===== src/hdl/frdf_pkg.sv =====
// Shared constants, types and codes of the flood relay duplicate filter.
`timescale 1ns / 1ps
package frdf_pkg;

  localparam int RING_ENTRIES = 16;
  localparam int RING_IDX_W   = (RING_ENTRIES > 1) ? $clog2(RING_ENTRIES) : 1;
  localparam int KEY_W        = 64;

  localparam logic [RING_IDX_W-1:0] RING_LAST = RING_IDX_W'(RING_ENTRIES - 1);

  localparam logic [7:0] MIN_FRAME_LEN = 8'd16;
  localparam int         HOP_W         = 3;
  localparam logic [7:0] MARKER_RESET  = 8'hD1;

  localparam int CFG_IDX_W  = 2;
  localparam int CFG_DATA_W = 8;

  typedef logic [CFG_IDX_W-1:0] cfg_idx_t;
  localparam cfg_idx_t CFG_RELAY_ENABLE = 2'd0;
  localparam cfg_idx_t CFG_RELAY_MARKER = 2'd1;

  typedef logic [2:0] verdict_t;
  localparam verdict_t V_CRC      = 3'd0;
  localparam verdict_t V_SHORT    = 3'd1;
  localparam verdict_t V_RECEIVED = 3'd2;
  localparam verdict_t V_HOP      = 3'd3;
  localparam verdict_t V_DUP      = 3'd4;
  localparam verdict_t V_FWD      = 3'd5;

endpackage


===== src/hdl/frdf_ifs.sv =====
// Handshake channel interfaces for input items, result items and configuration writes.
`timescale 1ns / 1ps
interface frdf_in_if;
  logic        valid;
  logic        ready;
  logic        crc_ok;
  logic [7:0]  frame_len;
  logic [31:0] src_addr;
  logic [31:0] packet_id;
  logic [7:0]  flags_in;
  logic [7:0]  relay_byte_in;

  modport source (output valid, crc_ok, frame_len, src_addr, packet_id, flags_in,
                  relay_byte_in, input ready);
  modport sink (input valid, crc_ok, frame_len, src_addr, packet_id, flags_in,
                relay_byte_in, output ready);
endinterface

interface frdf_out_if;
  import frdf_pkg::*;
  logic        valid;
  logic        ready;
  verdict_t    verdict;
  logic [7:0]  flags_out;
  logic [7:0]  relay_byte_out;
  logic [31:0] rx_total;
  logic [31:0] crc_errors;
  logic [31:0] forwarded_total;
  logic [31:0] duplicate_drops;
  logic [31:0] hop_drops;

  modport source (output valid, verdict, flags_out, relay_byte_out, rx_total, crc_errors,
                  forwarded_total, duplicate_drops, hop_drops, input ready);
  modport sink (input valid, verdict, flags_out, relay_byte_out, rx_total, crc_errors,
                forwarded_total, duplicate_drops, hop_drops, output ready);
endinterface

interface frdf_cfg_if;
  import frdf_pkg::*;
  logic                  valid;
  logic                  ready;
  cfg_idx_t              index;
  logic [CFG_DATA_W-1:0] data;

  modport source (output valid, index, data, input ready);
  modport sink (input valid, index, data, output ready);
endinterface


===== src/hdl/frdf_ram.sv =====
// Generic single-port-write, single-port-read RAM with a registered read.
`timescale 1ns / 1ps
module frdf_ram #(
  parameter int WIDTH = 8,
  parameter int DEPTH = 16
) (
  input  logic                                        clk,
  input  logic                                        we,
  input  logic [((DEPTH > 1) ? $clog2(DEPTH) : 1)-1:0] waddr,
  input  logic [WIDTH-1:0]                            wdata,
  input  logic [((DEPTH > 1) ? $clog2(DEPTH) : 1)-1:0] raddr,
  output logic [WIDTH-1:0]                            rdata
);

  logic [WIDTH-1:0] mem [DEPTH];

  always_ff @(posedge clk) begin
    if (we) begin
      mem[waddr] <= wdata;
    end
    rdata <= mem[raddr];
  end

endmodule


===== src/hdl/flood_relay_dedup_filter.sv =====
// Top level of the flood relay duplicate filter: verdict sequencer, seen ring and counters.
//
//   channel  | dir | handshake    | contents
//   in_ch    | in  | valid/ready  | crc_ok, frame_len, src_addr, packet_id, flags, relay byte
//   out_ch   | out | valid/ready  | verdict, flags_out, relay_byte_out, five counters
//   cfg_ch   | in  | valid/ready  | register index, write data
//
// An item that needs a ring search reads every entry of the seen ring RAM, one entry per
// cycle, before its result; other items go straight from acceptance to the result stage.
// The ring is cleared at reset through per-entry valid bits, so no clearing pass is needed.
// A result waiting on out_ch does not block acceptance of the next item but holds its result,
// and further input, until the output register is free. Configuration writes are always taken.
`timescale 1ns / 1ps
module flood_relay_dedup_filter (
  input  logic          clk,
  input  logic          rst_n,
  frdf_in_if.sink       in_ch,
  frdf_out_if.source    out_ch,
  frdf_cfg_if.sink      cfg_ch
);
  import frdf_pkg::*;

  localparam logic [1:0] S_IDLE = 2'd0;
  localparam logic [1:0] S_SCAN = 2'd1;
  localparam logic [1:0] S_FIN  = 2'd2;

  logic [1:0]            state_r, state_nxt;
  logic                  relay_en_r, relay_en_nxt;
  logic [7:0]            marker_r, marker_nxt;

  logic [31:0]           src_r, src_nxt;
  logic [31:0]           pid_r, pid_nxt;
  logic [7:0]            flags_r, flags_nxt;
  logic [7:0]            relay_in_r, relay_in_nxt;
  verdict_t              verdict_r, verdict_nxt;

  logic [RING_IDX_W-1:0] scan_idx_r, scan_idx_nxt;
  logic                  issue_r, issue_nxt;
  logic                  cmp_vld_r, cmp_vld_nxt;
  logic [RING_IDX_W-1:0] cmp_idx_r, cmp_idx_nxt;
  logic                  hit_r, hit_nxt;
  logic                  cur_hit;

  logic [RING_IDX_W-1:0]   head_r, head_nxt;
  logic [RING_ENTRIES-1:0] entry_vld_r, entry_vld_nxt;

  logic [31:0] rx_cnt_r, rx_cnt_nxt;
  logic [31:0] crc_cnt_r, crc_cnt_nxt;
  logic [31:0] fwd_cnt_r, fwd_cnt_nxt;
  logic [31:0] dup_cnt_r, dup_cnt_nxt;
  logic [31:0] hop_cnt_r, hop_cnt_nxt;

  logic        out_valid_r, out_valid_nxt;
  verdict_t    out_verdict_r, out_verdict_nxt;
  logic [7:0]  out_flags_r, out_flags_nxt;
  logic [7:0]  out_relay_r, out_relay_nxt;

  logic             in_acc;
  logic             load;
  logic             ram_we;
  logic [KEY_W-1:0] ram_rdata;
  logic [KEY_W-1:0] key;

  frdf_ram #(
    .WIDTH (KEY_W),
    .DEPTH (RING_ENTRIES)
  ) u_ring (
    .clk   (clk),
    .we    (ram_we),
    .waddr (head_r),
    .wdata (key),
    .raddr (scan_idx_r),
    .rdata (ram_rdata)
  );

  assign key          = {src_r, pid_r};
  assign in_ch.ready  = (state_r == S_IDLE);
  assign cfg_ch.ready = 1'b1;
  assign in_acc       = in_ch.valid && in_ch.ready;
  assign load         = (state_r == S_FIN) && (!out_valid_r || out_ch.ready);
  assign ram_we       = load && (verdict_r == V_FWD);
  assign cur_hit      = entry_vld_r[cmp_idx_r] ? (ram_rdata == key) : (key == '0);

  assign out_ch.valid           = out_valid_r;
  assign out_ch.verdict         = out_verdict_r;
  assign out_ch.flags_out       = out_flags_r;
  assign out_ch.relay_byte_out  = out_relay_r;
  assign out_ch.rx_total        = rx_cnt_r;
  assign out_ch.crc_errors      = crc_cnt_r;
  assign out_ch.forwarded_total = fwd_cnt_r;
  assign out_ch.duplicate_drops = dup_cnt_r;
  assign out_ch.hop_drops       = hop_cnt_r;

  always_comb begin
    state_nxt       = state_r;
    relay_en_nxt    = relay_en_r;
    marker_nxt      = marker_r;
    src_nxt         = src_r;
    pid_nxt         = pid_r;
    flags_nxt       = flags_r;
    relay_in_nxt    = relay_in_r;
    verdict_nxt     = verdict_r;
    scan_idx_nxt    = scan_idx_r;
    issue_nxt       = issue_r;
    cmp_vld_nxt     = 1'b0;
    cmp_idx_nxt     = scan_idx_r;
    hit_nxt         = hit_r;
    head_nxt        = head_r;
    entry_vld_nxt   = entry_vld_r;
    rx_cnt_nxt      = rx_cnt_r;
    crc_cnt_nxt     = crc_cnt_r;
    fwd_cnt_nxt     = fwd_cnt_r;
    dup_cnt_nxt     = dup_cnt_r;
    hop_cnt_nxt     = hop_cnt_r;
    out_valid_nxt   = out_valid_r && !out_ch.ready;
    out_verdict_nxt = out_verdict_r;
    out_flags_nxt   = out_flags_r;
    out_relay_nxt   = out_relay_r;

    if (cfg_ch.valid) begin
      case (cfg_ch.index)
        CFG_RELAY_ENABLE: relay_en_nxt = cfg_ch.data[0];
        CFG_RELAY_MARKER: marker_nxt = cfg_ch.data;
        default: ;
      endcase
    end

    case (state_r)
      S_IDLE: begin
        if (in_acc) begin
          src_nxt      = in_ch.src_addr;
          pid_nxt      = in_ch.packet_id;
          flags_nxt    = in_ch.flags_in;
          relay_in_nxt = in_ch.relay_byte_in;
          scan_idx_nxt = '0;
          issue_nxt    = 1'b1;
          hit_nxt      = 1'b0;
          state_nxt    = S_FIN;
          if (!in_ch.crc_ok) begin
            verdict_nxt = V_CRC;
          end else if (in_ch.frame_len < MIN_FRAME_LEN) begin
            verdict_nxt = V_SHORT;
          end else if (!relay_en_r) begin
            verdict_nxt = V_RECEIVED;
          end else if (in_ch.flags_in[HOP_W-1:0] == '0) begin
            verdict_nxt = V_HOP;
          end else begin
            verdict_nxt = V_FWD;
            state_nxt   = S_SCAN;
          end
        end
      end
      S_SCAN: begin
        if (issue_r) begin
          cmp_vld_nxt = 1'b1;
          cmp_idx_nxt = scan_idx_r;
          if (scan_idx_r == RING_LAST) begin
            issue_nxt = 1'b0;
          end else begin
            scan_idx_nxt = scan_idx_r + 1'b1;
          end
        end
        if (cmp_vld_r) begin
          hit_nxt = hit_r || cur_hit;
          if (cmp_idx_r == RING_LAST) begin
            verdict_nxt = (hit_r || cur_hit) ? V_DUP : V_FWD;
            state_nxt   = S_FIN;
          end
        end
      end
      S_FIN: begin
        if (load) begin
          out_valid_nxt   = 1'b1;
          out_verdict_nxt = verdict_r;
          out_flags_nxt   = flags_r;
          out_relay_nxt   = relay_in_r;
          case (verdict_r)
            V_CRC: crc_cnt_nxt = crc_cnt_r + 32'd1;
            V_RECEIVED: rx_cnt_nxt = rx_cnt_r + 32'd1;
            V_HOP: begin
              rx_cnt_nxt  = rx_cnt_r + 32'd1;
              hop_cnt_nxt = hop_cnt_r + 32'd1;
            end
            V_DUP: begin
              rx_cnt_nxt  = rx_cnt_r + 32'd1;
              dup_cnt_nxt = dup_cnt_r + 32'd1;
            end
            V_FWD: begin
              rx_cnt_nxt    = rx_cnt_r + 32'd1;
              fwd_cnt_nxt   = fwd_cnt_r + 32'd1;
              out_flags_nxt = {flags_r[7:HOP_W], flags_r[HOP_W-1:0] - 1'b1};
              out_relay_nxt = marker_r;
              entry_vld_nxt[head_r] = 1'b1;
              head_nxt = (head_r == RING_LAST) ? '0 : head_r + 1'b1;
            end
            default: ;
          endcase
          state_nxt = S_IDLE;
        end
      end
      default: state_nxt = S_IDLE;
    endcase
  end

  always_ff @(posedge clk) begin
    if (!rst_n) begin
      state_r     <= S_IDLE;
      relay_en_r  <= 1'b0;
      marker_r    <= MARKER_RESET;
      issue_r     <= 1'b0;
      cmp_vld_r   <= 1'b0;
      hit_r       <= 1'b0;
      head_r      <= '0;
      entry_vld_r <= '0;
      rx_cnt_r    <= '0;
      crc_cnt_r   <= '0;
      fwd_cnt_r   <= '0;
      dup_cnt_r   <= '0;
      hop_cnt_r   <= '0;
      out_valid_r <= 1'b0;
      verdict_r   <= V_CRC;
      scan_idx_r  <= '0;
      cmp_idx_r   <= '0;
    end else begin
      state_r     <= state_nxt;
      relay_en_r  <= relay_en_nxt;
      marker_r    <= marker_nxt;
      issue_r     <= issue_nxt;
      cmp_vld_r   <= cmp_vld_nxt;
      hit_r       <= hit_nxt;
      head_r      <= head_nxt;
      entry_vld_r <= entry_vld_nxt;
      rx_cnt_r    <= rx_cnt_nxt;
      crc_cnt_r   <= crc_cnt_nxt;
      fwd_cnt_r   <= fwd_cnt_nxt;
      dup_cnt_r   <= dup_cnt_nxt;
      hop_cnt_r   <= hop_cnt_nxt;
      out_valid_r <= out_valid_nxt;
      verdict_r   <= verdict_nxt;
      scan_idx_r  <= scan_idx_nxt;
      cmp_idx_r   <= cmp_idx_nxt;
    end
  end

  always_ff @(posedge clk) begin
    src_r         <= src_nxt;
    pid_r         <= pid_nxt;
    flags_r       <= flags_nxt;
    relay_in_r    <= relay_in_nxt;
    out_verdict_r <= out_verdict_nxt;
    out_flags_r   <= out_flags_nxt;
    out_relay_r   <= out_relay_nxt;
  end

  a_head_advances: assert property (@(posedge clk) disable iff (!rst_n)
    ram_we |=> head_r == (($past(head_r) == RING_LAST) ? '0 : $past(head_r) + 1'b1))
    else $error("Ring head did not advance after an insert.");

  a_fwd_count: assert property (@(posedge clk) disable iff (!rst_n)
    (load && verdict_r == V_FWD) |=> fwd_cnt_r == $past(fwd_cnt_r) + 32'd1)
    else $error("Forwarded counter did not advance with a forwarded item.");

  a_scan_order: assert property (@(posedge clk) disable iff (!rst_n)
    (state_r == S_SCAN && cmp_vld_r && issue_r) |-> scan_idx_r == cmp_idx_r + 1'b1)
    else $error("Ring read and compare indexes fell out of step.");

  a_verdict_range: assert property (@(posedge clk) disable iff (!rst_n)
    out_valid_r |-> out_verdict_r <= V_FWD)
    else $error("Result carries an undefined verdict code.");

endmodule


===== src/flat_wrapper.sv =====
// flat-port wrapper written by rule: the top's interface ports become plain ports
module flood_relay_dedup_filter_flat import frdf_pkg::*;
  (clk, rst_n, in_ch_valid, in_ch_crc_ok, in_ch_frame_len, in_ch_src_addr, in_ch_packet_id, in_ch_flags_in, in_ch_relay_byte_in, in_ch_ready, out_ch_valid, out_ch_verdict, out_ch_flags_out, out_ch_relay_byte_out, out_ch_rx_total, out_ch_crc_errors, out_ch_forwarded_total, out_ch_duplicate_drops, out_ch_hop_drops, out_ch_ready, cfg_ch_valid, cfg_ch_index, cfg_ch_data, cfg_ch_ready);
  frdf_in_if in_ch_i ();
  frdf_out_if out_ch_i ();
  frdf_cfg_if cfg_ch_i ();
  input  logic clk;
  input  logic rst_n;
  input wire logic [$bits(in_ch_i.valid)-1:0] in_ch_valid;
  input wire logic [$bits(in_ch_i.crc_ok)-1:0] in_ch_crc_ok;
  input wire logic [$bits(in_ch_i.frame_len)-1:0] in_ch_frame_len;
  input wire logic [$bits(in_ch_i.src_addr)-1:0] in_ch_src_addr;
  input wire logic [$bits(in_ch_i.packet_id)-1:0] in_ch_packet_id;
  input wire logic [$bits(in_ch_i.flags_in)-1:0] in_ch_flags_in;
  input wire logic [$bits(in_ch_i.relay_byte_in)-1:0] in_ch_relay_byte_in;
  output wire logic [$bits(in_ch_i.ready)-1:0] in_ch_ready;
  output wire logic [$bits(out_ch_i.valid)-1:0] out_ch_valid;
  output wire logic [$bits(out_ch_i.verdict)-1:0] out_ch_verdict;
  output wire logic [$bits(out_ch_i.flags_out)-1:0] out_ch_flags_out;
  output wire logic [$bits(out_ch_i.relay_byte_out)-1:0] out_ch_relay_byte_out;
  output wire logic [$bits(out_ch_i.rx_total)-1:0] out_ch_rx_total;
  output wire logic [$bits(out_ch_i.crc_errors)-1:0] out_ch_crc_errors;
  output wire logic [$bits(out_ch_i.forwarded_total)-1:0] out_ch_forwarded_total;
  output wire logic [$bits(out_ch_i.duplicate_drops)-1:0] out_ch_duplicate_drops;
  output wire logic [$bits(out_ch_i.hop_drops)-1:0] out_ch_hop_drops;
  input wire logic [$bits(out_ch_i.ready)-1:0] out_ch_ready;
  input wire logic [$bits(cfg_ch_i.valid)-1:0] cfg_ch_valid;
  input wire logic [$bits(cfg_ch_i.index)-1:0] cfg_ch_index;
  input wire logic [$bits(cfg_ch_i.data)-1:0] cfg_ch_data;
  output wire logic [$bits(cfg_ch_i.ready)-1:0] cfg_ch_ready;
  assign in_ch_i.valid = in_ch_valid;
  assign in_ch_i.crc_ok = in_ch_crc_ok;
  assign in_ch_i.frame_len = in_ch_frame_len;
  assign in_ch_i.src_addr = in_ch_src_addr;
  assign in_ch_i.packet_id = in_ch_packet_id;
  assign in_ch_i.flags_in = in_ch_flags_in;
  assign in_ch_i.relay_byte_in = in_ch_relay_byte_in;
  assign in_ch_ready = in_ch_i.ready;
  assign out_ch_valid = out_ch_i.valid;
  assign out_ch_verdict = out_ch_i.verdict;
  assign out_ch_flags_out = out_ch_i.flags_out;
  assign out_ch_relay_byte_out = out_ch_i.relay_byte_out;
  assign out_ch_rx_total = out_ch_i.rx_total;
  assign out_ch_crc_errors = out_ch_i.crc_errors;
  assign out_ch_forwarded_total = out_ch_i.forwarded_total;
  assign out_ch_duplicate_drops = out_ch_i.duplicate_drops;
  assign out_ch_hop_drops = out_ch_i.hop_drops;
  assign out_ch_i.ready = out_ch_ready;
  assign cfg_ch_i.valid = cfg_ch_valid;
  assign cfg_ch_i.index = cfg_ch_index;
  assign cfg_ch_i.data = cfg_ch_data;
  assign cfg_ch_ready = cfg_ch_i.ready;
  flood_relay_dedup_filter u_core (.clk(clk), .rst_n(rst_n), .in_ch(in_ch_i), .out_ch(out_ch_i), .cfg_ch(cfg_ch_i));
endmodule

===== config.mk =====
export PLATFORM = sky130hd
export DESIGN_NAME = flood_relay_dedup_filter_flat
export DESIGN_NICKNAME = d
export VERILOG_FILES = /design/src/hdl/frdf_pkg.sv /design/src/hdl/frdf_ifs.sv /design/src/hdl/frdf_ram.sv /design/src/hdl/flood_relay_dedup_filter.sv /design/src/flat_wrapper.sv
export SDC_FILE = /design/constraint.sdc
export NUM_CORES = 1
export LEC_CHECK = 0
export ABC_CLOCK_PERIOD_IN_PS = 17510
export BUFFER_PORTS_ARGS = -buffer_cell sky130_fd_sc_hd__clkbuf_2
export CAP_MARGIN = 20
export CORE_MARGIN = 4
export CORE_UTILIZATION = 35
export CTS_CLUSTER_DIAMETER = 40
export DETAILED_ROUTE_END_ITERATION = 8
export PLACE_DENSITY_LB_ADDON = 0.25
export SETUP_SLACK_MARGIN = 0.2
export SLEW_MARGIN = 20
export SYNTH_ARGS = -nofsm -noshare
export SYNTH_HDL_FRONTEND = slang
export SYNTH_SLANG_ARGS = --single-unit

===== constraint.sdc =====
create_clock -name clk -period 17.51 [get_ports clk]
set_input_delay 0.8755 -clock clk [delete_from_list [all_inputs] [get_ports clk]]
set_output_delay 0.8755 -clock clk [all_outputs]
set_load 0.005 [all_outputs]

==> flow_summary.ini <==
[sta]
fmax_mhz = 231.3
post-route-period-util_pct = 24.69
fin_crit_ns = 4.323
max_slew_margin_pct = 27.47
tightest_slew_ns = 1.085
rsz0062_at_grt = false
skew_ns = 0.05718
hold_violations = 0
fin_setup_tns_ns = 0
finalMaxSlewViolations = 0
setup_viol = 0

[detailed_routing]
vias = 26940
viasPerCell = 5.059
dr.pass1.iters = 5
route.detailed.drc = 0
drtIter0Drc = 2149
antenna_left = 0
routedWlPerCell_um = 24.52
wl_mm = 130.5

[worst_hold_path]
min-delay-start = in_ch_src_addr[18]
whs_path_depth = 1
min-delay-path-class = in -> reg

[placement]
gp_congestion = 0.7771
io_buffers = 280
dp_hpwl_mm = 71.88
placed_cells = 4977
place_area_um2 = 56460

[setup_path]
worst-path-stages = 6
cpMaxStageDelayCell = nor2_4
worstRegToRegCells = 6
rr_startpoint = u_core.verdict_r[2]
regToRegSetupSlack_ns = 13.19
r2r_end = u_core.u_ring.mem[15][39]
crit_path_max_fanout = 44
crit_buf_inv = 2
worstSetupPathType = reg -> reg
arrival_ns = 4.72
startpoint_type = register
critPathLaunch = u_core.verdict_r[2]
critPathCapture = u_core.u_ring.mem[15][39]
crit_top_cell = buf_4
end_kind = register
required_ns = 17.90
path_delay_family = simple AND/OR/NAND/NOR gates
cp_cell_sequence = nand3b_1 -> nor3_2 -> buf_4 -> nand2_1 -> nor2_4 -> buf_4
slowest_delay_ns = 0.92

[clocking]
ctsResizeCount = 0
htree_num_levels = 4
cts_buffers = 183
clk_root_buffer_cell = clkbuf_16
postCtsSetupRepairBufs = 0
clk_latency_ns = 0.82
cts_sinks = 1393
path_clk_slew_ns = 0.06
cts_buffer_depth = 3
hold_buffers = 0
cts_tree = built

[synthesis]
syn_area_per_cell_um2 = 18.98
synthFlopType = edfxtp_1
synthCells = 2771
netlist_area_um2 = 52580
synth-async-reset-ratio_pct = 0
ys_seq_elements = 1393
ys_seq_area_share_pct = 74.41
synth.distinct_cells = 56
synth_edf_count = 1123
synth_compound_area_share_pct = 0.9660
synthXorXnorAreaFrac_pct = 3.181
synth_nets = 2886
synth_top_family_by_area = multiplexers
synth_fa_ha_area_share_pct = 0.2617
synth.mux.area_fraction_pct = 14.37
synth-simple-area-share_pct = 5.634
ys_warn_count = 0

[finish]
num-nets-final = 3275
drive_gt1_share_pct = 29.88
fin_cells = 5324
synthToLayoutAreaGrowth_pct = 19.78
layout_common_cells = edfxtp_1 (1,123), mux4_2 (323), clkbuf_2 (280)
final_common_cell = edfxtp_1
stdcell_area_um2 = 62990

[floorplan]
start_util_pct = 35.40
die_w_um = 395.6
pin_count = 286
die_height_um = 395.6
core.rowCount = 141
core-area_um2 = 148500
die_area_um2 = 156500

[grt]
use_met2_pct = 26.94
antenna_found_initial = 4
use_met3_pct = 2.970
grt_max_degree = 105
top_usage_layer = met2
grt_usage_pct = 16.54
grt_pass1_wl_mm = 191.2
use_met1_pct = 22.62
grt_overflow = 0
grt_pass1_vias = 27590

[power_and_ir_drop]
p_leak_uw = 0.02014
power.density_nw_per_um2 = 122.5
total_power_uw = 7716
peakVddDrop_mv = 0.08821

[run_status]
status = finished, final reports clean

[job]
drv_cap = 0
## layer usage
metal  share of wire (%)  vias up  routed length (um)
met5                   0        -                   0
met3                 4.5      198                5818
met2                  49      631               64180
met1                  44    14230               57190
met4                 2.5        0                3328
li1                    -    11870                   -
## worst reg2reg max path: cells and delay by family (launching register included)
kind,cells,cell delay [ns]
buf+inv,2,1.14
flops,1,0.49
simple gates,4,2.22
## how the worst min path moves through the flow
stage | endpoint | slack, ns
after CTS | u_core.src_r[18] | 0.15
after global routing | u_core.src_r[20] | 0.18
after floorplan | u_core.out_ch.flags_out[3] | 0.40
final | u_core.src_r[18] | 0.23
after detailed placement | u_core.out_ch.flags_out[6] | 0.41
after global placement | u_core.out_ch.flags_out[7] | 0.40
## flip-flops by register name (all words and copies together) (netlist names), 16 cells and up
| signal | count |
|---|---|
| u_core.out_ch.crc_errors | 32 |
| u_core.out_ch.rx_total | 32 |
| u_core.pid_r | 32 |
| u_core.u_ring.mem | 1024 |
| u_core.src_r | 32 |
| u_core.out_ch.duplicate_drops | 32 |
| u_core.out_ch.forwarded_total | 32 |
| u_core.out_ch.hop_drops | 32 |
| u_core.u_ring.rdata | 64 |
| u_core.entry_vld_r | 16 |
## logic make-up (layout without fill, tap and decap cells)
| kind of cell | count (synthesis) | in the layout |
|---|---|---|
| and+or+nand+nor | 578 | 578 |
| adders and majority gates | 11 | 11 |
| other | 1 | 3 |
| DFF | 1393 | 1393 |
| buffers and inverters | 152 | 701 |
| AOI/OAI and AO/OA | 95 | 95 |
| muxes | 350 | 350 |
| xor gates and xnor gates | 191 | 191 |
## layout make-up
class                   instances  area [um^2]
diodes                          2        5.005
clock buffers                 216         4858
clock inverters               129         1658
fillers                     13290        85560
inverters                      37        148.9
multi-input cells            1226        12960
flip-flops and latches       1393        39140
well taps                    2002         2505
repair buffers                319         1710
## where the power goes
group,switching [uW],internal (uW)
Sequential,58.6,3600
Clock,1520,2370
Combinational,84.9,79.4
## stage by stage
step | worst slack [ns] | hold WS (ns) | util (%)
2_1_floorplan | 10.91 | 0.4003 | -
3_3_place_gp | 13.14 | 0.4008 | 38.00
3_5_place_dp | 13.11 | 0.4114 | 38.01
4_1_cts | 13.09 | 0.1535 | 42.40
5_1_grt | 12.96 | 0.1777 | 42.40
6_report | 13.19 | 0.2295 | 42.40
## synthesized netlist by cell type, types with 38 or more instances
cell type / instances / share of area, %
a21oi_1: 43 / 0.41
clkbuf_1: 74 / 0.53
dfxtp_1: 270 / 10
edfxtp_1: 1123 / 64
mux4_2: 323 / 14
nand2_1: 71 / 0.51
nand3_1: 54 / 0.51
nand4_1: 69 / 0.82
nor2_1: 202 / 1.4
nor4_1: 39 / 0.46
o21ai_0: 38 / 0.36
or3_1: 38 / 0.45
xnor2_1: 122 / 2.0
xor2_1: 69 / 1.1
(Power assumes the default switching activity.)
